`src/design/pfaba_pkg.sv`:
```
// ----------------------------------------------------------------------------
// pfaba_pkg
// Shared types, constants and helpers of the per-frame aligned bump allocator.
// ----------------------------------------------------------------------------
`default_nettype none

package pfaba_pkg;

	localparam int MAX_FRAMES = 8;
	localparam int FRAMES_W   = $clog2(MAX_FRAMES + 1);

	localparam int ALIGN_W    = 9;
	localparam int MASK_W     = ALIGN_W - 1;
	localparam int SLICE_W    = 29;
	localparam int FIELD_W    = 4;
	localparam int CFG_IDX_W  = 2;
	localparam int CFG_DATA_W = 29;
	localparam int FRAME_W    = 3;
	localparam int COUNT_W    = 29;
	localparam int ROUND_W    = COUNT_W + 1;
	localparam int SUM_W      = SLICE_W + 2;
	localparam int BASE_W     = 32;
	localparam int OFFSET_W   = 31;

	localparam logic [SLICE_W-1:0] SLICE_CAP = SLICE_W'(268435456);

	localparam logic [ALIGN_W-1:0]  ALIGN_RESET  = ALIGN_W'(256);
	localparam logic [SLICE_W-1:0]  SLICE_RESET  = SLICE_W'(65536);
	localparam logic [FIELD_W-1:0]  FRAMES_RESET = FIELD_W'(8);

	typedef enum logic [CFG_IDX_W-1:0] {
		CFG_ALIGNMENT     = 2'd0,
		CFG_SLICE_BYTES   = 2'd1,
		CFG_FRAMES_IN_USE = 2'd2
	} cfg_idx_t;

	typedef enum logic [1:0] {
		ST_OK        = 2'd0,
		ST_NO_SPACE  = 2'd1,
		ST_BAD_FRAME = 2'd2
	} status_t;

	typedef enum logic {
		MODE_ALLOC   = 1'b0,
		MODE_RELEASE = 1'b1
	} mode_t;

	// Mask of the largest power of two not above a; zero counts as one.
	function automatic logic [MASK_W-1:0] align_mask(input logic [ALIGN_W-1:0] a);
		logic [MASK_W-1:0] m;
		m = '0;
		for (int i = 1; i < ALIGN_W; i++) begin
			if (a[i])
				m = MASK_W'((ALIGN_W'(1) << i) - ALIGN_W'(1));
		end
		return m;
	endfunction

	function automatic logic [SLICE_W-1:0] eff_slice(input logic [SLICE_W-1:0] s);
		return (s > SLICE_CAP) ? SLICE_CAP : s;
	endfunction

	function automatic logic [FRAMES_W-1:0] eff_frames(input logic [FIELD_W-1:0] f);
		logic [FRAMES_W-1:0] r;
		r = FRAMES_W'(f);
		if (f == '0)
			r = FRAMES_W'(1);
		else if (32'(f) > MAX_FRAMES)
			r = FRAMES_W'(MAX_FRAMES);
		return r;
	endfunction

endpackage

`default_nettype wire

```
`src/design/per_frame_aligned_bump_allocator.sv`:
```
// ----------------------------------------------------------------------------
// per_frame_aligned_bump_allocator
// Hands out aligned byte ranges from equal per-frame slices of one buffer.
// ----------------------------------------------------------------------------
// Usage:
//   Requests enter on in_valid/in_ready with mode, frame_index and byte_count.
//   An allocate request rounds byte_count up to the alignment and, if it fits
//   in the frame's slice, returns its offset from the buffer start and bumps
//   that frame's fill pointer. A release request zeroes the frame's pointer.
//   Each request yields one result on out_valid/out_ready (status, offset).
//   Configuration is written through cfg_wr_en/cfg_index/cfg_data while the
//   block is idle; writes to an index past the register list are ignored.
//   An accepted request is captured in the first-stage registers, and its
//   result in the second-stage result register. Throughput: one request
//   per cycle while the receiver does not stall. The second stage does the
//   fill pointer read-modify-write of a request, so the next request sees it.
//   When the receiver stalls, the result register and the first stage hold,
//   and in_ready drops once both are full.
//   Reset clears all fill pointers, both stage valids, and loads the register
//   defaults (alignment 256, 65536-byte slices, eight frames).
// ----------------------------------------------------------------------------
`default_nettype none

module per_frame_aligned_bump_allocator (
	input  wire logic                                clk,
	input  wire logic                                arst_n,
	input  wire logic                                cfg_wr_en,
	input  wire logic [pfaba_pkg::CFG_IDX_W-1:0]     cfg_index,
	input  wire logic [pfaba_pkg::CFG_DATA_W-1:0]    cfg_data,
	input  wire logic                                in_valid,
	output logic                                     in_ready,
	input  wire logic                                mode,
	input  wire logic [pfaba_pkg::FRAME_W-1:0]       frame_index,
	input  wire logic [pfaba_pkg::COUNT_W-1:0]       byte_count,
	output logic                                     out_valid,
	input  wire logic                                out_ready,
	output logic [1:0]                               status,
	output logic [pfaba_pkg::OFFSET_W-1:0]           byte_offset
);

	logic [pfaba_pkg::ALIGN_W-1:0]  alignment_q;
	logic [pfaba_pkg::SLICE_W-1:0]  slice_bytes_q;
	logic [pfaba_pkg::FIELD_W-1:0]  frames_in_use_q;

	logic [pfaba_pkg::SLICE_W-1:0]  fill_q [pfaba_pkg::MAX_FRAMES];

	logic                           valid_s1;
	pfaba_pkg::mode_t               mode_s1;
	logic [pfaba_pkg::FRAME_W-1:0]  idx_s1;
	logic                           bad_frame_s1;
	logic [pfaba_pkg::ROUND_W-1:0]  rounded_s1;
	logic [pfaba_pkg::SLICE_W-1:0]  slice_s1;
	logic [pfaba_pkg::BASE_W-1:0]   base_s1;

	logic                           out_valid_q;
	pfaba_pkg::status_t             status_q;
	logic [pfaba_pkg::OFFSET_W-1:0] offset_q;

	logic                           advance;
	logic                           accept;
	logic [pfaba_pkg::MASK_W-1:0]   mask;
	logic [pfaba_pkg::ROUND_W-1:0]  count_up;
	logic [pfaba_pkg::SLICE_W-1:0]  fill;
	logic [pfaba_pkg::SUM_W-1:0]    sum;
	logic [pfaba_pkg::BASE_W-1:0]   off;
	logic                           grant;

	assign advance  = valid_s1 && (!out_valid_q || out_ready);
	assign in_ready = !valid_s1 || advance;
	assign accept   = in_valid && in_ready;

	assign mask     = pfaba_pkg::align_mask(alignment_q);
	assign count_up = pfaba_pkg::ROUND_W'(byte_count) + pfaba_pkg::ROUND_W'(mask);

	assign fill  = fill_q[idx_s1];
	assign sum   = pfaba_pkg::SUM_W'(fill) + pfaba_pkg::SUM_W'(rounded_s1);
	assign off   = pfaba_pkg::BASE_W'(fill) + base_s1;
	assign grant = (sum <= pfaba_pkg::SUM_W'(slice_s1)) && !off[pfaba_pkg::BASE_W-1];

	always_ff @(posedge clk or negedge arst_n) begin
		if (!arst_n) begin
			alignment_q     <= pfaba_pkg::ALIGN_RESET;
			slice_bytes_q   <= pfaba_pkg::SLICE_RESET;
			frames_in_use_q <= pfaba_pkg::FRAMES_RESET;
		end else if (cfg_wr_en) begin
			case (cfg_index)
				pfaba_pkg::CFG_ALIGNMENT:
					alignment_q <= cfg_data[pfaba_pkg::ALIGN_W-1:0];
				pfaba_pkg::CFG_SLICE_BYTES:
					slice_bytes_q <= cfg_data[pfaba_pkg::SLICE_W-1:0];
				pfaba_pkg::CFG_FRAMES_IN_USE:
					frames_in_use_q <= cfg_data[pfaba_pkg::FIELD_W-1:0];
				default: begin
				end
			endcase
		end
	end

	// Stage 1: capture request, round count, precompute slice base.
	always_ff @(posedge clk or negedge arst_n) begin
		if (!arst_n) begin
			valid_s1 <= 1'b0;
		end else if (in_ready) begin
			valid_s1 <= in_valid;
		end
	end

	always_ff @(posedge clk) begin
		if (accept) begin
			mode_s1      <= pfaba_pkg::mode_t'(mode);
			idx_s1       <= frame_index;
			bad_frame_s1 <= pfaba_pkg::FRAMES_W'(frame_index)
				>= pfaba_pkg::eff_frames(frames_in_use_q);
			rounded_s1   <= count_up & ~pfaba_pkg::ROUND_W'(mask);
			slice_s1     <= pfaba_pkg::eff_slice(slice_bytes_q);
			base_s1      <= pfaba_pkg::BASE_W'(frame_index)
				* pfaba_pkg::BASE_W'(pfaba_pkg::eff_slice(slice_bytes_q));
		end
	end

	// Stage 2: fill pointer read-modify-write and result register.
	always_ff @(posedge clk or negedge arst_n) begin
		if (!arst_n) begin
			out_valid_q <= 1'b0;
			for (int i = 0; i < pfaba_pkg::MAX_FRAMES; i++)
				fill_q[i] <= '0;
		end else begin
			if (advance) begin
				out_valid_q <= 1'b1;
				if (!bad_frame_s1) begin
					if (mode_s1 == pfaba_pkg::MODE_RELEASE)
						fill_q[idx_s1] <= '0;
					else if (grant)
						fill_q[idx_s1] <= sum[pfaba_pkg::SLICE_W-1:0];
				end
			end else if (out_ready) begin
				out_valid_q <= 1'b0;
			end
		end
	end

	always_ff @(posedge clk) begin
		if (advance) begin
			if (bad_frame_s1) begin
				status_q <= pfaba_pkg::ST_BAD_FRAME;
				offset_q <= '0;
			end else if (mode_s1 == pfaba_pkg::MODE_RELEASE) begin
				status_q <= pfaba_pkg::ST_OK;
				offset_q <= '0;
			end else if (grant) begin
				status_q <= pfaba_pkg::ST_OK;
				offset_q <= off[pfaba_pkg::OFFSET_W-1:0];
			end else begin
				status_q <= pfaba_pkg::ST_NO_SPACE;
				offset_q <= '0;
			end
		end
	end

	assign out_valid   = out_valid_q;
	assign status      = status_q;
	assign byte_offset = offset_q;

endmodule

`default_nettype wire

```
`config.mk`:
```
export PLATFORM = sky130hd
export DESIGN_NAME = per_frame_aligned_bump_allocator
export DESIGN_NICKNAME = d
export VERILOG_FILES = /design/src/design/pfaba_pkg.sv /design/src/design/per_frame_aligned_bump_allocator.sv
export SDC_FILE = /design/constraint.sdc
export NUM_CORES = 1
export LEC_CHECK = 0
export BUFFER_PORTS_ARGS = -buffer_cell sky130_fd_sc_hd__buf_2
export CAP_MARGIN = 20
export CORE_MARGIN = 2
export CORE_UTILIZATION = 50
export CTS_BUF_LIST = sky130_fd_sc_hd__clkbuf_8 sky130_fd_sc_hd__clkbuf_16
export CTS_CLUSTER_SIZE = 14
export DETAILED_ROUTE_END_ITERATION = 16
export HOLD_SLACK_MARGIN = 0.02
export MAX_ROUTING_LAYER = met4
export PLACE_DENSITY = 0.78
export SLEW_MARGIN = 40
export SYNTH_ARGS = -nofsm -noshare
export SYNTH_HDL_FRONTEND = slang
export SYNTH_SLANG_ARGS = --single-unit
export TNS_END_PERCENT = 50
```
`constraint.sdc`:
```
create_clock -name clk -period 6.9 [get_ports clk]
set_input_delay 0.345 -clock clk [delete_from_list [all_inputs] [get_ports clk]]
set_output_delay 0.345 -clock clk [all_outputs]
set_load 0.02 [all_outputs]
```
### Yosys cells after proc, flatten, opt, wreduce, memory -nomap -nowiden

Index checks and enable logic that the tools add are counted.

| word-level totals | value |
|---|---|
| bits of input ports | 69 |
| logic and storage cells | 83 |
| output and inout port bits | 35 |
| register bits | 405 |

| cells by class | value |
|---|---|
| bitwise logic cells | 7 |
| $mul | 1 |
| order comparisons | 6 |
| reductions and logical operators | 19 |
| $add $sub $neg | 3 |
| equal/unequal tests | 2 |
| mux-type cells | 23 |

Operators by type and width:

| cell | count |
|---|---|
| $mux 232 | 2 |
| $and 232x232->232 | 1 |
| $bwmux 232 | 1 |
| $not 232->232 | 1 |
| $mux 29 | 4 |
| $bmux 29 s3 | 1 |
| $demux 29 s3 | 1 |
| $add 29x32->32 | 1 |
| $mul 3x29->32 | 1 |
| $add 29x30->31 | 1 |
| $le 31x29->1 | 1 |
| $add 29x8->30 | 1 |
| $and 30x30->30 | 1 |
| $not 8->30 | 1 |
| $gt 29x29->1 const B | 1 |
| $mux 8 | 3 |
| $mux 4 | 4 |
| $reduce_and 2->1 | 3 |
| $mux 5 | 1 |
| $ge 3x4->1 | 1 |
| $ge 4x4->1 const B | 1 |
| $gt 4x4->1 const B | 1 |
| $logic_and 1x1->1 | 4 |
| $logic_not 4->1 | 1 |
| 15 further kinds | 23 |

### Depth between registers and ports, before layout

| logic depth | value |
|---|---|
| word-level depth | 10 |
| depth in mapped cells | 32 |
| gate-level depth less buffers | 25 |

### Least setup slack after synthesis

No wires, ideal clock.

| timing | value |
|---|---|
| path kind | reg-to-reg |
| start | reg idx_s1[1] (netlist name) |
| end | reg offset_q, in the netlist byte_offset[11], data pin |
| required time | 6733 ps |
| clock period less this slack | 6085 ps |
| setup time | 167 ps |
| stages on the path, launching flop included | 32 |
| arrival | 5918 ps |
| setup slack | 815 ps |
| path through | edfxtp_1 clkbuf_1 nor3b_1 clkbuf_1 clkbuf_1 a22oi_1 nand4_1 ha_1 inv_1 fa_1 nor2b_1 o21ai_0 a211oi_1 o31ai_1 a211oi_1 o22ai_1 o21ai_0 xnor2_1 ha_1 nand2_1 nor2_1 nand3_1 a211oi_1 a2111oi_0 o21ai_0 or4_1 a21oi_2 buf_4 buf_6 nand2_2 buf_6 a211oi_1 |

| between the ends | value |
|---|---|
| longest elaborated chain between the ends | 9 |

RTL lines:

| item | line | source |
|---|---|---|
| start: declaration | per_frame_aligned_bump_allocator.sv:49 | `logic [pfaba_pkg::FRAME_W-1:0] idx_s1;` |
| start signal: assignment | per_frame_aligned_bump_allocator.sv:111 | `idx_s1 <= frame_index;` |
| $not 3->4 (not written as such) (*) | per_frame_aligned_bump_allocator.sv:75 | `assign fill = fill_q[idx_s1];` |
| $bmux 29 s3 (*) | per_frame_aligned_bump_allocator.sv:75 |  |
| $mux 29 (not written as such) (*) (2 in series) | per_frame_aligned_bump_allocator.sv:75 |  |
| $add 29x30->31 or $add 29x32->32 (tied branches) | per_frame_aligned_bump_allocator.sv:76, per_frame_aligned_bump_allocator.sv:77 |  |
| $le 31x29->1 or $logic_not 1->1 (tied branches) | per_frame_aligned_bump_allocator.sv:78 | `assign grant = (sum <= pfaba_pkg::SUM_W'(slice_s1)) && !off[pfaba_pkg::BASE_W-1];` |
| $logic_and 1x1->1 | per_frame_aligned_bump_allocator.sv:78 |  |
| $not 1->1 (no source line) | - |  |
| $reduce_or 3->1 (no source line) | - |  |
| end signal: assignment | per_frame_aligned_bump_allocator.sv:152 | `offset_q <= off[pfaba_pkg::OFFSET_W-1:0];` |
| end: declaration | per_frame_aligned_bump_allocator.sv:57 | `logic [pfaba_pkg::OFFSET_W-1:0] offset_q;` |

Mark *: on every way between the ends. The rest lies on a longest branch, timed or not. The select of a mux whose other input is x is not followed.
A chain may end at the register's enable or synchronous reset.

### Worst setup path in the final report

| timing | value |
|---|---|
| start | reg idx_s1[0] (netlist name) |
| end | reg fill_q[9] (netlist name) |

| between the ends | value |
|---|---|
| longest elaborated chain between the ends | 9 |

RTL lines:

| item | line | source |
|---|---|---|
| $not 3->4 (not written as such) (*) | per_frame_aligned_bump_allocator.sv:75, per_frame_aligned_bump_allocator.sv:132, per_frame_aligned_bump_allocator.sv:134 |  |
| $bmux 29 s3 | per_frame_aligned_bump_allocator.sv:75 |  |
| $mux 29 (not written as such) (2 in series) | per_frame_aligned_bump_allocator.sv:75 |  |
| $add 29x30->31 or $add 29x32->32 (tied branches) | per_frame_aligned_bump_allocator.sv:76, per_frame_aligned_bump_allocator.sv:77 |  |
| $le 31x29->1 or $logic_not 1->1 (tied branches) | per_frame_aligned_bump_allocator.sv:78 |  |
| $logic_and 1x1->1 | per_frame_aligned_bump_allocator.sv:78 |  |
| $reduce_bool 2->1 (no source line) | - |  |
| $reduce_and 3->1 (no source line) | - |  |
| end signal: indexed assignment | per_frame_aligned_bump_allocator.sv:134 | `fill_q[idx_s1] <= sum[pfaba_pkg::SLICE_W-1:0];` |
| end: declaration | per_frame_aligned_bump_allocator.sv:45 | `logic [pfaba_pkg::SLICE_W-1:0] fill_q [pfaba_pkg::MAX_FRAMES];` |

Marks and branches as above.

==> impl_summary.txt <==
----------------------------------------------------
[Outcome]
  Status ... finished clean

[Timing]
  Final number of setup-violating endpoints ... 0
  Upper clock frequency limit ... 149 MHz
  Worst-case clock skew ... 0.0209 ns
  Final Hold Fails ... 0
  Final Hold Slack ... 0.0394 ns
  Fraction of the cycle the final worst path needs ... 0.975
  Count of final max-slew check failures ... 0
  Slew at the pin closest to its max-slew limit ... 0.762 ns
  Post-layout worst setup margin ... 0.173 ns
  RSZ-0062 raised after global routing ... yes
  Crit path time final ... 6.73 ns
  Total negative setup slack ... 0 ns
  Normalized max-slew margin ... 0.491

[Synth]
  Primary flip-flop cell chosen by synthesis mapping ... sky130_fd_sc_hd__dfrtp_1
  Cells after Synth ... 2083
  Cell type contributing the most total cell area after synthesis ... sky130_fd_sc_hd__dfrtp_1
  Portion of synthesized cell area occupied by the leading cell type ... 0.302
  Post-synthesis sequential element count ... 404
  Most common cell in the netlist ... sky130_fd_sc_hd__dfrtp_1
  Warnings from Yosys ... 0
  Count of different cell masters after synthesis ... 67
  Share of the yosys chip area belonging to registers ... 0.477
  Post-synth EDFFs ... 129
  Synthesized area divided by synthesized cell count ... 10.8 sq um
  Most instantiated cells after synthesis ... 272 x sky130_fd_sc_hd__dfrtp_1, 193 x sky130_fd_sc_hd__o2bb2ai_1, 141 x sky130_fd_sc_hd__nand2_1
  Proportion of synthesized flip-flops having asynchronous set or reset ... 0.681
  Netlist area before placement ... 22600 sq um
  Syn_nets ... 2311
  Most area-consuming cells after synthesis ... sky130_fd_sc_hd__dfrtp_1 30%, sky130_fd_sc_hd__edfxtp_1 17%, sky130_fd_sc_hd__o2bb2ai_1 7.5%

[Routing]
  Average vias per placed instance ... 6.29
  DRC violation total after the first TritonRoute iteration ... 1628
  Vias after detailed routing ... 17800
  Routed len/inst ... 23.1 um
  Number of nets with antenna violations after detailed routing ... 0
  Detailed-routing iteration count for the pre-antenna-repair pass ... 7
  Routed Wire Length ... 65.3 mm
  Number of DRC violations after detailed routing ... 0

[Setup path]
  Maximum cell stage delay along the critical path ... 0.51 ns
  Combined buffer and inverter count along the critical path ... 6
  Dominant delay contributor by cell family on the critical path ... compound AO/OA/AOI/OAI gates
  Worst flop-to-flop path startpoint ... idx_s1[0]$_DFFE_PP_
  Crit Reg-Reg Endpoint ... fill_q[9]$_DFFE_PN0P_
  Crit-path most repeated cell ... sky130_fd_sc_hd__buf_4
  Setup slack, reg-to-reg ... 0.17 ns
  Crit-path max FO ... 16
  Required arrival time at the worst endpoint ... 7.40 ns
  Type of the setup path with the least slack ... reg -> reg
  Reg2Reg Depth ... 29
  Data arrival time of the critical path ... 7.23 ns
  Number of cells on the critical path ... 29
  Master of the slowest instance on the critical path ... sky130_fd_sc_hd__or4_4
  Critical Path End Type ... flop
  Kind of start point of the critical path ... flop

[Run]
  Max-cap violations ... 0

[Power and ir drop]
  Maximum vdd drop ... 236 uV
  Final Total Pwr ... 6.88 mW
  Ratio of total power to cell area ... 264 nW/um^2
  Leak ... 11.5 nW

[Hold path]
  Hold Startpoint ... cfg_data[16]
  Worst hold path stage count ... 2
  Hold Crit Endpoint ... slice_bytes_q[16]$_DFFE_PN1P_
  Class of the tightest hold or removal check ... in -> reg

[Global routing]
  Total grt overflow ... 0
  Busiest grt layer ... met2
  Antenna violations before repair ... 3
  Met3 GRT Util ... 0.0557
  GR Util met1 ... 0.371
  Global-route wire length before repair ... 102 mm
  Overall fraction of global-route tracks in use ... 0.287
  M2 GR Usage ... 0.457
  Vias in the first global route ... 17800
  Maximum number of pins on one net before global-route repair ... 82

[Floorplanning]
  Number of placement rows ... 77
  Initial core utilization ... 0.508
  Floorplan die height ... 216 um
  IO Pins ... 104
  Core Box Area ... 44400 sq um
  Area of the die ... 46800 sq um
  Die outline width ... 216 um

[Place]
  Quantity of I/O buffers inserted on ports ... 103
  Estimated wirelength of the detail-placed design ... 46.5 mm
  Post-DP Area ... 23800 sq um
  Post-placement setup slack ... -0.00491 ns
  Placed Cells incl. Taps ... 2702
  GPL Wtd Cong ... 0.957

[Layout]
  Layout overhead on the synthesized area ... 15.4%
  Number of nets at the end of the flow ... 2437
  Final cell utilization of the core ... 0.586
  Multi-input gate area ... 11000 sq um
  Fraction of layout cells with a size suffix above 1 ... 0.157
  Storage cell area ... 10800 sq um
  Area of all placed cells without fillers ... 26000 sq um
  Count of fill cells added during filler insertion ... 3515
  Final cell count without fillers ... 2834

[Clock network]
  Clock tree sinks ... 404
  CTS tree ... done
  Max Root-Sink Buffers ... 3
  Total number of H-tree levels ... 2
  Worst-Skew Late Latency ... 0.59 ns
  CTS clk-pin slew, worst paths ... 0.06 ns
  Master cell of the clock root buffer ... sky130_fd_sc_hd__clkbuf_16
  Clock buffers created by TritonCTS ... 44

----------------------------------------------------
report_power, final:
group | total [mW] | internal [mW] | switching (mW)
Sequential | 2.92 | 2.76 | 0.155
Combinational | 1.61 | 0.630 | 0.979
Clock | 2.35 | 1.36 | 0.997
cell families after synthesis:
| family | share of synthesized area |
|---|---|
| xor gates and xnor gates | 0.0369 |
| AOI/OAI and AO/OA | 0.203 |
| and+or+nand+nor | 0.118 |
| buffers and inverters | 0.0456 |
| adders and majority gates | 0.0985 |
| muxes | 0.0214 |
| DFF | 0.477 |
routing by layer:
layer | routed length (um) | share of wire | vias up
met2 | 31400 | 0.48 | 866
met1 | 26600 | 0.41 | 8874
met3 | 5530 | 0.085 | 118
met5 | 0 | 0 | -
met4 | 1790 | 0.027 | 0
li1 | - | - | 7964
worst register-to-register path: cells and delay by family, from the launching register on:
family | cells | cell delay (ns)
AOI/OAI and AO/OA | 12 | 2.43
and+or+nand+nor | 8 | 1.71
buffers and inverters | 6 | 1.19
adders and majority gates | 2 | 0.68
DFF | 1 | 0.49
xor gates and xnor gates | 1 | 0.11
registers in the layout, summed over array words and instances, names as in the netlist, 2 cells and up:
register and cells:
slice_bytes_q 29, byte_offset 31, base_s1 32, frames_in_use_q 4
status 2, idx_s1 3, fill_q 232, slice_s1 29
rounded_s1 30, alignment_q 8
area by class of cell:
| class | instances | share of cell area |
|---|---|---|
| diodes | 2 | 0.000192 |
| clock buffers | 51 | 0.0460 |
| clock inverters | 26 | 0.00889 |
| inverters | 126 | 0.0182 |
| multi-input cells | 1424 | 0.424 |
| flip-flops and latches | 404 | 0.413 |
| well taps | 592 | 0.0285 |
| repair buffers | 209 | 0.0605 |
layout by cell type (no fill, tap or decap), types with 29 or more instances in the layout:
cell type	n
sky130_fd_sc_hd__clkbuf_16	46
sky130_fd_sc_hd__xnor2_1	69
sky130_fd_sc_hd__and2_1	40
sky130_fd_sc_hd__ha_1	124
sky130_fd_sc_hd__fa_1	31
sky130_fd_sc_hd__buf_4	52
sky130_fd_sc_hd__a21o_1	37
sky130_fd_sc_hd__nand2_1	141
sky130_fd_sc_hd__dlygate4sd3_1	29
sky130_fd_sc_hd__a21oi_1	71
sky130_fd_sc_hd__a22o_1	37
sky130_fd_sc_hd__o21ai_0	49
sky130_fd_sc_hd__nor2_1	81
sky130_fd_sc_hd__inv_1	135
sky130_fd_sc_hd__o2bb2ai_1	192
sky130_fd_sc_hd__nand3_1	37
sky130_fd_sc_hd__nand4_1	46
sky130_fd_sc_hd__dfrtp_1	272
sky130_fd_sc_hd__mux2_2	41
sky130_fd_sc_hd__a22oi_1	115
sky130_fd_sc_hd__edfxtp_1	129
sky130_fd_sc_hd__nand2b_1	45
sky130_fd_sc_hd__buf_2	104
worst max path at each step:
stage                        startpoint                            end  slack, ns
floorplan           idx_s1[1]$_DFFE_PP_  byte_offset[11]$_SDFFCE_PP0P_       0.81
global placement    idx_s1[2]$_DFFE_PP_         fill_q[98]$_DFFE_PN0P_       0.15
detailed placement  idx_s1[0]$_DFFE_PP_         fill_q[99]$_DFFE_PN0P_     -0.005
CTS                 idx_s1[2]$_DFFE_PP_         fill_q[58]$_DFFE_PN0P_       0.03
global route        idx_s1[0]$_DFFE_PP_         fill_q[18]$_DFFE_PN0P_      -0.17
finish              idx_s1[0]$_DFFE_PP_          fill_q[9]$_DFFE_PN0P_       0.17
repair_timing:
action	4_1_cts	5_1_grt
pin swaps	0	13
endpoints found under the hold margin	88	0
cloned	0	2
setup endpoints to repair	8	264
resized for setup	1	56
buffers inserted	0	22
hold buffers	29	0
Note: power is estimated with default switching activity, not from simulation.
